`config.mk`:
```
export PLATFORM = sky130hd
export DESIGN_NAME = radar_point_packet_parser_unit
export DESIGN_NICKNAME = d
export VERILOG_FILES = /design/src/design/rppp_pkg.sv /design/src/design/rppp_front.sv /design/src/design/rppp_fifo.sv /design/src/design/rppp_back.sv /design/src/design/radar_point_packet_parser_unit.sv
export SDC_FILE = /design/constraint.sdc
export NUM_CORES = 1
export LEC_CHECK = 0
export BUFFER_PORTS_ARGS = -buffer_cell sky130_fd_sc_hd__buf_2
export CAP_MARGIN = 15
export CORE_AREA = 5 5 224 226
export DETAILED_ROUTE_END_ITERATION = 6
export DIE_AREA = 0 0 229 231
export PLACE_DENSITY = 0.75
export SLEW_MARGIN = 20
export SYNTH_ARGS = -nofsm -noshare
export SYNTH_HDL_FRONTEND = slang
export SYNTH_HIERARCHICAL = 1
export SYNTH_SLANG_ARGS = --single-unit
```
`constraint.sdc`:
```
create_clock -name clk -period 10.95 [get_ports clk]
set_input_delay 1.095 -clock clk [delete_from_list [all_inputs] [get_ports clk]]
set_output_delay 1.095 -clock clk [all_outputs]
set_load 0.01 [all_outputs]
```
`src/design/rppp_pkg.sv`:
```
package rppp_pkg;

	localparam int MAX_POINTS_DEF  = 64;
	localparam int QUEUE_DEPTH_DEF = 4;

	localparam int HEADER_BYTES = 4;
	localparam int RECORD_BYTES = 16;
	localparam int KEPT_BYTES   = 10;

	localparam int BYTE_IDX_W = 4;
	localparam int REC_IDX_W  = 7;
	localparam int REC_NUM_W  = 6;
	localparam int COUNT_W    = 32;
	localparam int CFG_IDX_W  = 2;

	localparam logic [REC_IDX_W-1:0] REC_IDX_MAX = '1;

	typedef enum logic [CFG_IDX_W-1:0] {
		REG_MIN_RANGE = 2'd0,
		REG_MIN_SPEED = 2'd1
	} cfg_reg_t;

	// one classified transaction from the byte parser to the filter
	typedef struct packed {
		logic                 cand;
		logic                 frame_end;
		logic [15:0]          point_id;
		logic signed [15:0]   range_cm;
		logic signed [15:0]   velocity_cm;
		logic signed [15:0]   azimuth_cdeg;
		logic [15:0]          power_cdbm;
		logic [REC_NUM_W-1:0] record_number;
	} item_t;

endpackage

```
`src/design/rppp_front.sv`:
```
module rppp_front #(
	parameter int MAX_POINTS = rppp_pkg::MAX_POINTS_DEF
) (
	input  logic                clk,
	input  logic                arst_n,
	input  logic                accept,
	input  logic [7:0]          data_byte,
	input  logic                last_byte,
	output logic                item_wr,
	output rppp_pkg::item_t     item
);

	logic                                header_done_q;
	logic [rppp_pkg::BYTE_IDX_W-1:0]     byte_index_q;
	logic [rppp_pkg::COUNT_W-1:0]        reported_count_q;
	logic [rppp_pkg::REC_IDX_W-1:0]      record_index_q;
	logic [7:0]                          rec_q [rppp_pkg::KEPT_BYTES];

	logic                                header_done_d;
	logic [rppp_pkg::BYTE_IDX_W-1:0]     byte_index_d;
	logic [rppp_pkg::COUNT_W-1:0]        reported_count_d;
	logic [rppp_pkg::REC_IDX_W-1:0]      record_index_d;
	logic                                rec_end;
	logic                                in_cap;
	logic                                rec_wr;

	assign rec_end = header_done_q &&
		(byte_index_q == rppp_pkg::BYTE_IDX_W'(rppp_pkg::RECORD_BYTES - 1));
	assign rec_wr  = header_done_q &&
		(byte_index_q < rppp_pkg::BYTE_IDX_W'(rppp_pkg::KEPT_BYTES));

	// record position below both the reported count and the cap
	assign in_cap = ((reported_count_q[rppp_pkg::COUNT_W-1:rppp_pkg::REC_IDX_W] != '0) ||
		(record_index_q < reported_count_q[rppp_pkg::REC_IDX_W-1:0])) &&
		(record_index_q < rppp_pkg::REC_IDX_W'(MAX_POINTS));

	always_comb begin
		header_done_d    = header_done_q;
		byte_index_d     = byte_index_q;
		reported_count_d = reported_count_q;
		record_index_d   = record_index_q;
		if (!header_done_q) begin
			reported_count_d = reported_count_q |
				(rppp_pkg::COUNT_W'(data_byte) << {byte_index_q[1:0], 3'b000});
			if (byte_index_q == rppp_pkg::BYTE_IDX_W'(rppp_pkg::HEADER_BYTES - 1)) begin
				header_done_d = 1'b1;
				byte_index_d  = '0;
			end else begin
				byte_index_d = byte_index_q + 1'b1;
			end
		end else if (rec_end) begin
			byte_index_d = '0;
			if (record_index_q != rppp_pkg::REC_IDX_MAX) begin
				record_index_d = record_index_q + 1'b1;
			end
		end else begin
			byte_index_d = byte_index_q + 1'b1;
		end
		if (last_byte) begin
			header_done_d    = 1'b0;
			byte_index_d     = '0;
			reported_count_d = '0;
			record_index_d   = '0;
		end
	end

	always_ff @(posedge clk or negedge arst_n) begin
		if (!arst_n) begin
			header_done_q    <= 1'b0;
			byte_index_q     <= '0;
			reported_count_q <= '0;
			record_index_q   <= '0;
		end else if (accept) begin
			header_done_q    <= header_done_d;
			byte_index_q     <= byte_index_d;
			reported_count_q <= reported_count_d;
			record_index_q   <= record_index_d;
		end
	end

	always_ff @(posedge clk) begin
		if (accept && rec_wr) begin
			rec_q[byte_index_q] <= data_byte;
		end
	end

	assign item_wr = accept && ((rec_end && in_cap) || last_byte);

	always_comb begin
		item.cand          = rec_end && in_cap;
		item.frame_end     = last_byte;
		item.point_id      = {rec_q[1], rec_q[0]};
		item.range_cm      = {rec_q[3], rec_q[2]};
		item.velocity_cm   = {rec_q[5], rec_q[4]};
		item.azimuth_cdeg  = {rec_q[7], rec_q[6]};
		item.power_cdbm    = {rec_q[9], rec_q[8]};
		item.record_number = record_index_q[rppp_pkg::REC_NUM_W-1:0];
	end

`ifndef SYNTHESIS
	a_header_pos: assert property (@(posedge clk) disable iff (!arst_n)
		!header_done_q |-> byte_index_q < rppp_pkg::BYTE_IDX_W'(rppp_pkg::HEADER_BYTES))
		else $error("header byte position out of range");

	a_frame_clear: assert property (@(posedge clk) disable iff (!arst_n)
		accept && last_byte |=> !header_done_q && record_index_q == '0 &&
		byte_index_q == '0 && reported_count_q == '0)
		else $error("parse state not cleared after last byte");
`endif

endmodule

```
`src/design/rppp_fifo.sv`:
```
module rppp_fifo #(
	parameter int DEPTH = rppp_pkg::QUEUE_DEPTH_DEF
) (
	input  logic             clk,
	input  logic             arst_n,
	input  logic             wr_en,
	input  rppp_pkg::item_t  wr_data,
	output logic             full,
	input  logic             rd_en,
	output logic             rd_valid,
	output rppp_pkg::item_t  rd_data
);

	localparam int PTR_W = (DEPTH > 1) ? $clog2(DEPTH) : 1;
	localparam int CNT_W = $clog2(DEPTH + 1);

	rppp_pkg::item_t   mem_q [DEPTH];
	logic [PTR_W-1:0]  wr_ptr_q;
	logic [PTR_W-1:0]  rd_ptr_q;
	logic [CNT_W-1:0]  count_q;

	assign full     = (count_q == CNT_W'(DEPTH));
	assign rd_valid = (count_q != '0);
	assign rd_data  = mem_q[rd_ptr_q];

	always_ff @(posedge clk) begin
		if (wr_en) begin
			mem_q[wr_ptr_q] <= wr_data;
		end
	end

	always_ff @(posedge clk or negedge arst_n) begin
		if (!arst_n) begin
			wr_ptr_q <= '0;
			rd_ptr_q <= '0;
			count_q  <= '0;
		end else begin
			if (wr_en) begin
				wr_ptr_q <= (wr_ptr_q == PTR_W'(DEPTH - 1)) ? '0 : wr_ptr_q + 1'b1;
			end
			if (rd_en) begin
				rd_ptr_q <= (rd_ptr_q == PTR_W'(DEPTH - 1)) ? '0 : rd_ptr_q + 1'b1;
			end
			if (wr_en && !rd_en) begin
				count_q <= count_q + 1'b1;
			end else if (rd_en && !wr_en) begin
				count_q <= count_q - 1'b1;
			end
		end
	end

`ifndef SYNTHESIS
	a_no_overflow: assert property (@(posedge clk) disable iff (!arst_n)
		count_q <= CNT_W'(DEPTH))
		else $error("queue count above depth");

	a_no_underflow: assert property (@(posedge clk) disable iff (!arst_n)
		rd_en |-> count_q != '0)
		else $error("read from empty queue");
`endif

endmodule

```
`src/design/rppp_back.sv`:
```
module rppp_back (
	input  logic                           clk,
	input  logic                           arst_n,
	input  logic                           cfg_wr,
	input  logic [rppp_pkg::CFG_IDX_W-1:0] cfg_index,
	input  logic [15:0]                    cfg_data,
	input  logic                           item_valid,
	input  rppp_pkg::item_t                item,
	output logic                           item_rd,
	output logic                           empty,
	input  logic                           pop,
	output logic                           point_valid,
	output logic                           frame_end,
	output logic [15:0]                    point_id,
	output logic signed [15:0]             range_cm,
	output logic signed [15:0]             velocity_cm,
	output logic signed [15:0]             azimuth_cdeg,
	output logic [15:0]                    power_cdbm,
	output logic [rppp_pkg::REC_NUM_W-1:0] record_number
);

	logic signed [15:0] min_range_q;
	logic [15:0]        min_speed_q;

	logic               out_valid_q;
	rppp_pkg::item_t    out_q;

	logic [16:0]        vel_mag;
	logic               kept;
	logic               emit;
	rppp_pkg::item_t    res;

	always_ff @(posedge clk or negedge arst_n) begin
		if (!arst_n) begin
			min_range_q <= '0;
			min_speed_q <= '0;
		end else if (cfg_wr) begin
			case (rppp_pkg::cfg_reg_t'(cfg_index))
				rppp_pkg::REG_MIN_RANGE: min_range_q <= cfg_data;
				rppp_pkg::REG_MIN_SPEED: min_speed_q <= cfg_data;
				default: ;
			endcase
		end
	end

	// magnitude needs 17 bits so that -32768 maps to 32768
	assign vel_mag = item.velocity_cm[15] ? (17'd0 - {1'b1, item.velocity_cm})
		: {1'b0, item.velocity_cm};
	assign kept = item.cand && (item.range_cm >= min_range_q) &&
		(vel_mag >= {1'b0, min_speed_q});
	assign emit = kept || item.frame_end;

	always_comb begin
		res = item;
		res.cand = kept;
		if (!kept) begin
			res.point_id      = '0;
			res.range_cm      = '0;
			res.velocity_cm   = '0;
			res.azimuth_cdeg  = '0;
			res.power_cdbm    = '0;
			res.record_number = '0;
		end
	end

	assign item_rd = item_valid && (!out_valid_q || pop);

	always_ff @(posedge clk or negedge arst_n) begin
		if (!arst_n) begin
			out_valid_q <= 1'b0;
		end else if (item_rd) begin
			out_valid_q <= emit;
		end else if (pop) begin
			out_valid_q <= 1'b0;
		end
	end

	always_ff @(posedge clk) begin
		if (item_rd) begin
			out_q <= res;
		end
	end

	assign empty         = !out_valid_q;
	assign point_valid   = out_q.cand;
	assign frame_end     = out_q.frame_end;
	assign point_id      = out_q.point_id;
	assign range_cm      = out_q.range_cm;
	assign velocity_cm   = out_q.velocity_cm;
	assign azimuth_cdeg  = out_q.azimuth_cdeg;
	assign power_cdbm    = out_q.power_cdbm;
	assign record_number = out_q.record_number;

`ifndef SYNTHESIS
	a_drop_only_end: assert property (@(posedge clk) disable iff (!arst_n)
		out_valid_q && !out_q.cand |-> out_q.frame_end)
		else $error("result with neither point nor frame end");

	a_kept_range: assert property (@(posedge clk) disable iff (!arst_n)
		out_valid_q && out_q.cand && !$past(cfg_wr) |-> out_q.range_cm >= min_range_q)
		else $error("kept point below minimum range");
`endif

endmodule

```
`src/design/radar_point_packet_parser_unit.sv`:
```
// path: a record's final byte or the last byte queues an item, which then moves to the result register
// throughput: one byte per cycle while full is low; a stalled result side backs up through the result
//   register and the classified-item queue before full rises
// reset: arst_n asynchronous active low; clears parse counters, queue and thresholds,
//   record byte storage is not cleared
module radar_point_packet_parser_unit #(
	parameter int MAX_POINTS  = rppp_pkg::MAX_POINTS_DEF,
	parameter int QUEUE_DEPTH = rppp_pkg::QUEUE_DEPTH_DEF
) (
	input  logic                           clk,
	input  logic                           arst_n,
	input  logic                           push,
	output logic                           full,
	input  logic [7:0]                     data_byte,
	input  logic                           last_byte,
	output logic                           empty,
	input  logic                           pop,
	output logic                           point_valid,
	output logic                           frame_end,
	output logic [15:0]                    point_id,
	output logic signed [15:0]             range_cm,
	output logic signed [15:0]             velocity_cm,
	output logic signed [15:0]             azimuth_cdeg,
	output logic [15:0]                    power_cdbm,
	output logic [rppp_pkg::REC_NUM_W-1:0] record_number,
	input  logic                           cfg_valid,
	output logic                           cfg_ready,
	input  logic [rppp_pkg::CFG_IDX_W-1:0] cfg_index,
	input  logic [15:0]                    cfg_data
);

	logic            accept;
	logic            item_wr;
	rppp_pkg::item_t item_in;
	logic            item_rd;
	logic            item_valid;
	rppp_pkg::item_t item_out;

	assign accept    = push && !full;
	assign cfg_ready = 1'b1;

	rppp_front #(
		.MAX_POINTS(MAX_POINTS)
	) u_front (
		.clk      (clk),
		.arst_n   (arst_n),
		.accept   (accept),
		.data_byte(data_byte),
		.last_byte(last_byte),
		.item_wr  (item_wr),
		.item     (item_in)
	);

	rppp_fifo #(
		.DEPTH(QUEUE_DEPTH)
	) u_fifo (
		.clk     (clk),
		.arst_n  (arst_n),
		.wr_en   (item_wr),
		.wr_data (item_in),
		.full    (full),
		.rd_en   (item_rd),
		.rd_valid(item_valid),
		.rd_data (item_out)
	);

	rppp_back u_back (
		.clk          (clk),
		.arst_n       (arst_n),
		.cfg_wr       (cfg_valid && cfg_ready),
		.cfg_index    (cfg_index),
		.cfg_data     (cfg_data),
		.item_valid   (item_valid),
		.item         (item_out),
		.item_rd      (item_rd),
		.empty        (empty),
		.pop          (pop),
		.point_valid  (point_valid),
		.frame_end    (frame_end),
		.point_id     (point_id),
		.range_cm     (range_cm),
		.velocity_cm  (velocity_cm),
		.azimuth_cdeg (azimuth_cdeg),
		.power_cdbm   (power_cdbm),
		.record_number(record_number)
	);

endmodule
```
==> impl_metrics.env <==
export IMPL_run_status="completed"
export IMPL_antenna_found_initial=2
export IMPL_adder_and_majority_cell_fraction_of_the_synthesized_area_pct=2.73
export IMPL_num_fill_cells=3612
export IMPL_synth_xor_area_share_pct=0.666
export IMPL_leakagePower_nw=9.70
export IMPL_worst_ep_arrival_time_ns=6.46
export IMPL_nNetsFinal=1545
export IMPL_power_switching_share_pct=31.8
export IMPL_cts_hold_buffers_added=0
export IMPL_power_share_combinational_pct=28.2
export IMPL_power_switching_w=0.00223
export IMPL_ys_async_sr_fraction_pct=13.9
export IMPL_finalWeightedCongestion=0.854
export IMPL_worst_setup_path_type="reg2reg"
export IMPL_cp_data_required_time_ns=11.26
export IMPL_dp_hpwl_um=28100
export IMPL_synthesized_instance_count=1330
export IMPL_synthSimpleGateAreaFrac_pct=5.20
export IMPL_insertion_delay_ns=0.62
export IMPL_final_setup_skew_ns=0.0222
export IMPL_clock_root_buffer="clkbuf_16"
export IMPL_cellPowerDensity_nw_per_um2=265
export IMPL_cts_buffers=57
export IMPL_drc=0
export IMPL_area_growth_pct=11.9
export IMPL_syn_cell_area_um2=23700
export IMPL_clkPwrFrac_pct=26.4
export IMPL_global_route_overflow_total=0
export IMPL_clkSlewWorstSetupHoldPaths_ns=0.06
export IMPL_regToRegSetupSlack_ns=4.81
export IMPL_drt_pass1_iterations=6
export IMPL_clock_sinks=604
export IMPL_finalCriticalPeriod_ns=6.14
export IMPL_dieWidth_um=229
export IMPL_worst_setup_path_end_kind="flip-flop"
export IMPL_drt_initial_drc_count=1039
export IMPL_drive_above_1_share_pct=22.0
export IMPL_drt_wl_total_um=47900
export IMPL_pin_count=123
export IMPL_setup_ws_ns=4.81
export IMPL_setup_viol_count_final=0
export IMPL_synth_top_area_share_pct=66.0
export IMPL_clock_fmax_ghz=0.163
export IMPL_postSynthAreaPerCell_um2=17.8
export IMPL_maxCapViolations=0
export IMPL_max_clock_path_buffers=3
export IMPL_floorplan_initialDensity_pct=49.2
export IMPL_largest_net_degree_at_the_start_of_global_routing=82
export IMPL_grt_pass1_vias=12600
export IMPL_wire_length_of_the_first_global_routing_pass_um=74700
export IMPL_fin_tns_setup_ns=0
export IMPL_met2_layer_wire_length_in_the_routed_design_um=24000
export IMPL_ys_seq_area_share_pct=74.9
export IMPL_met1_length_um=19800
export IMPL_highest_signal_layer="met4"
export IMPL_pre_cts_slack_ns=4.41
export IMPL_netlist_top_cells_area="edfxtp_1, dfrtp_1, mux4_2"
export IMPL_synth_top_family_by_area="multiplexers"
export IMPL_row_count=81
export IMPL_most_used_flip_flop_cell_after_synthesis="edfxtp_1"
export IMPL_avgRoutedWirePerCell_um=22.5
export IMPL_netlist_top_cell_by_area="edfxtp_1"
export IMPL_core_area_um2=48100
export IMPL_number_of_enable_type_register_cells_in_the_synthesized_netlist=520
export IMPL_timing_rr_start="u_fifo/rd_ptr_q[0]"
export IMPL_grt_usage_pct=18.3
export IMPL_port_buffers=121
export IMPL_via_per_inst=5.61
export IMPL_grt_setup_unrepaired="false"
export IMPL_die_height_um=231
export IMPL_number_of_flip_flops_and_latches_in_the_synthesized_netlist=604
export IMPL_synth_lib_cells_used_distinct=63
export IMPL_synthesis_nets=1413
export IMPL_reg2reg_to="u_back/azimuth_cdeg[8]"
export IMPL_p_int_w=0.00479
export IMPL_antenna_violating_nets_post_route=0
export IMPL_synth_compound_gate_area_share_pct=2.94
export IMPL_ir_drop_mv=0.148
export IMPL_slew_violations=0
export IMPL_worstSetupStartpointType="flip-flop"
export IMPL_hold_path_class="in2async"
export IMPL_cts_tree="yes"
export IMPL_detailroute_via_count=12000
export IMPL_max_slew_margin_pct=29.0
export IMPL_fin_crit_sh_pct=56.1
export IMPL_hold_viol=0
export IMPL_power_w=0.00702
export IMPL_cts_setup_buffers=0
export IMPL_cts_max_level=2
export IMPL_synthMuxAreaShare_pct=9.43
export IMPL_worst_r2r_path_depth=15
export IMPL_proportion_of_power_drawn_by_flip_flops_and_latches_pct=45.4
export IMPL_post_cts_resized=0
export IMPL_fp_dieArea_um2=52900
export IMPL_tightestPinTransition_ns=1.07
export IMPL_crit_fanout=60
export IMPL_antenna_cells=0
export IMPL_met3_wirelength_um=3060
export IMPL_yosys_warnings=6
==> worst max-delay path: stages (launching register included) <==
cell and delay (ns):
dfrtp_4 0.99, buf_6 0.66, mux4_2 0.62, inv_1 0.15
ha_1 0.21, nand2_1 0.12, o41ai_1 0.33, xnor2_1 0.17
ha_1 0.26, nand4_1 0.12, nor4_1 0.06, a211o_1 0.27
a21o_1 0.22, o21ai_4 0.74, buf_4 0.67, nor3_1 0.13
==> per-stage QoR <==
stage | area (um^2) | hold WS (ns) | std cells | util [%]
3_3_place_gp | 24700 | 0.466 | 2025 | 51.3
3_5_place_dp | 24700 | 0.483 | 2025 | 51.3
4_1_cts | 26500 | 0.346 | 2129 | 55.0
5_1_grt | 26500 | 0.367 | 2129 | 55.0
2_1_floorplan | 23700 | 0.449 | 1330 | -
6_report | 26500 | 0.374 | 2129 | 55.0
==> cell usage after synthesis, drive strengths merged (20+ instances only) <==
master / instances
nand2: 26
mux4: 88
inv: 133
edfxtp: 520
buf: 43
ha: 50
nor2: 43
nor3: 98
o21ai: 28
mux2: 20
a21oi: 46
dfrtp: 84
==> cell usage in the layout, fill, tap and decap left out, types with 25 or more instances in the layout <==
cell / instances
nor2_1: 43
mux4_2: 88
a21oi_1: 46
edfxtp_1: 520
nor3_1: 97
o21ai_0: 27
buf_2: 120
dfrtp_1: 82
nand2_1: 26
inv_1: 133
ha_1: 50
clkbuf_1: 25
clkbuf_16: 57
==> flip-flops by register name (all words and copies together) (netlist names), 3 cells and up <==
signal                    flops
u_back/min_speed_q           16
u_back/point_id              16
u_back/power_cdbm            16
u_back/range_cm              16
u_front/rec_q                80
u_back/azimuth_cdeg          16
u_fifo/mem_q                352
u_back/record_number          6
u_fifo/count_q                3
u_front/byte_index_q          4
u_front/record_index_q        7
u_back/min_range_q           16
u_back/velocity_cm           16
u_front/reported_count_q     32
==> layout make-up <==
class / count / area [um^2] / area share, %
Multi-Input combinational cell: 533 / 5010 / 18.9
Clock inverter: 17 / 184 / 0.694
Timing Repair Buffer: 133 / 702 / 2.65
Clock buffer: 87 / 1590 / 6.00
Tap cell: 622 / 778 / 2.94
Sequential cell: 604 / 17700 / 66.9
Inverter: 133 / 499 / 1.88
==> power by group through the flow <==
stage	logic [W]	clock network [W]	registers, W
after floorplan	0.00143	0	0.00321
after global placement	0.00195	0	0.00322
after detailed placement	0.00199	0	0.00323
after CTS	0.00201	0.00190	0.00319
after global routing	0.00219	0.00200	0.00323
final	0.00198	0.00185	0.00319
==> metal layers <==
metal / track usage, % / vias up
met1: 24.7 / 6164
met5: 0 / -
met4: 5.21 / 0
met3: 4.00 / 75
li1: - / 5336
met2: 30.7 / 379
==> worst max path at each step <==
stage	startpoint	end	cells after the start
after global placement	u_fifo/rd_ptr_q[0]	u_back/power_cdbm[13]	15
after floorplan	push	u_fifo/mem_q[2][0]	5
final	u_fifo/rd_ptr_q[0]	u_back/azimuth_cdeg[8]	15
after CTS	u_fifo/rd_ptr_q[0]	u_back/azimuth_cdeg[8]	15
after detailed placement	u_fifo/rd_ptr_q[0]	u_back/azimuth_cdeg[8]	15
after global routing	u_fifo/rd_ptr_q[0]	u_back/azimuth_cdeg[8]	15
==> cells by family (layout without fill, tap and decap cells) <==
group,Yosys count,in the layout
xor+xnor,18,18
fa+ha+maj,51,51
simple gates,239,239
mux,110,110
other cells,1,1
buf+inv,193,370
compound gates,114,114
flops,604,604
(Power assumes the default switching activity.)
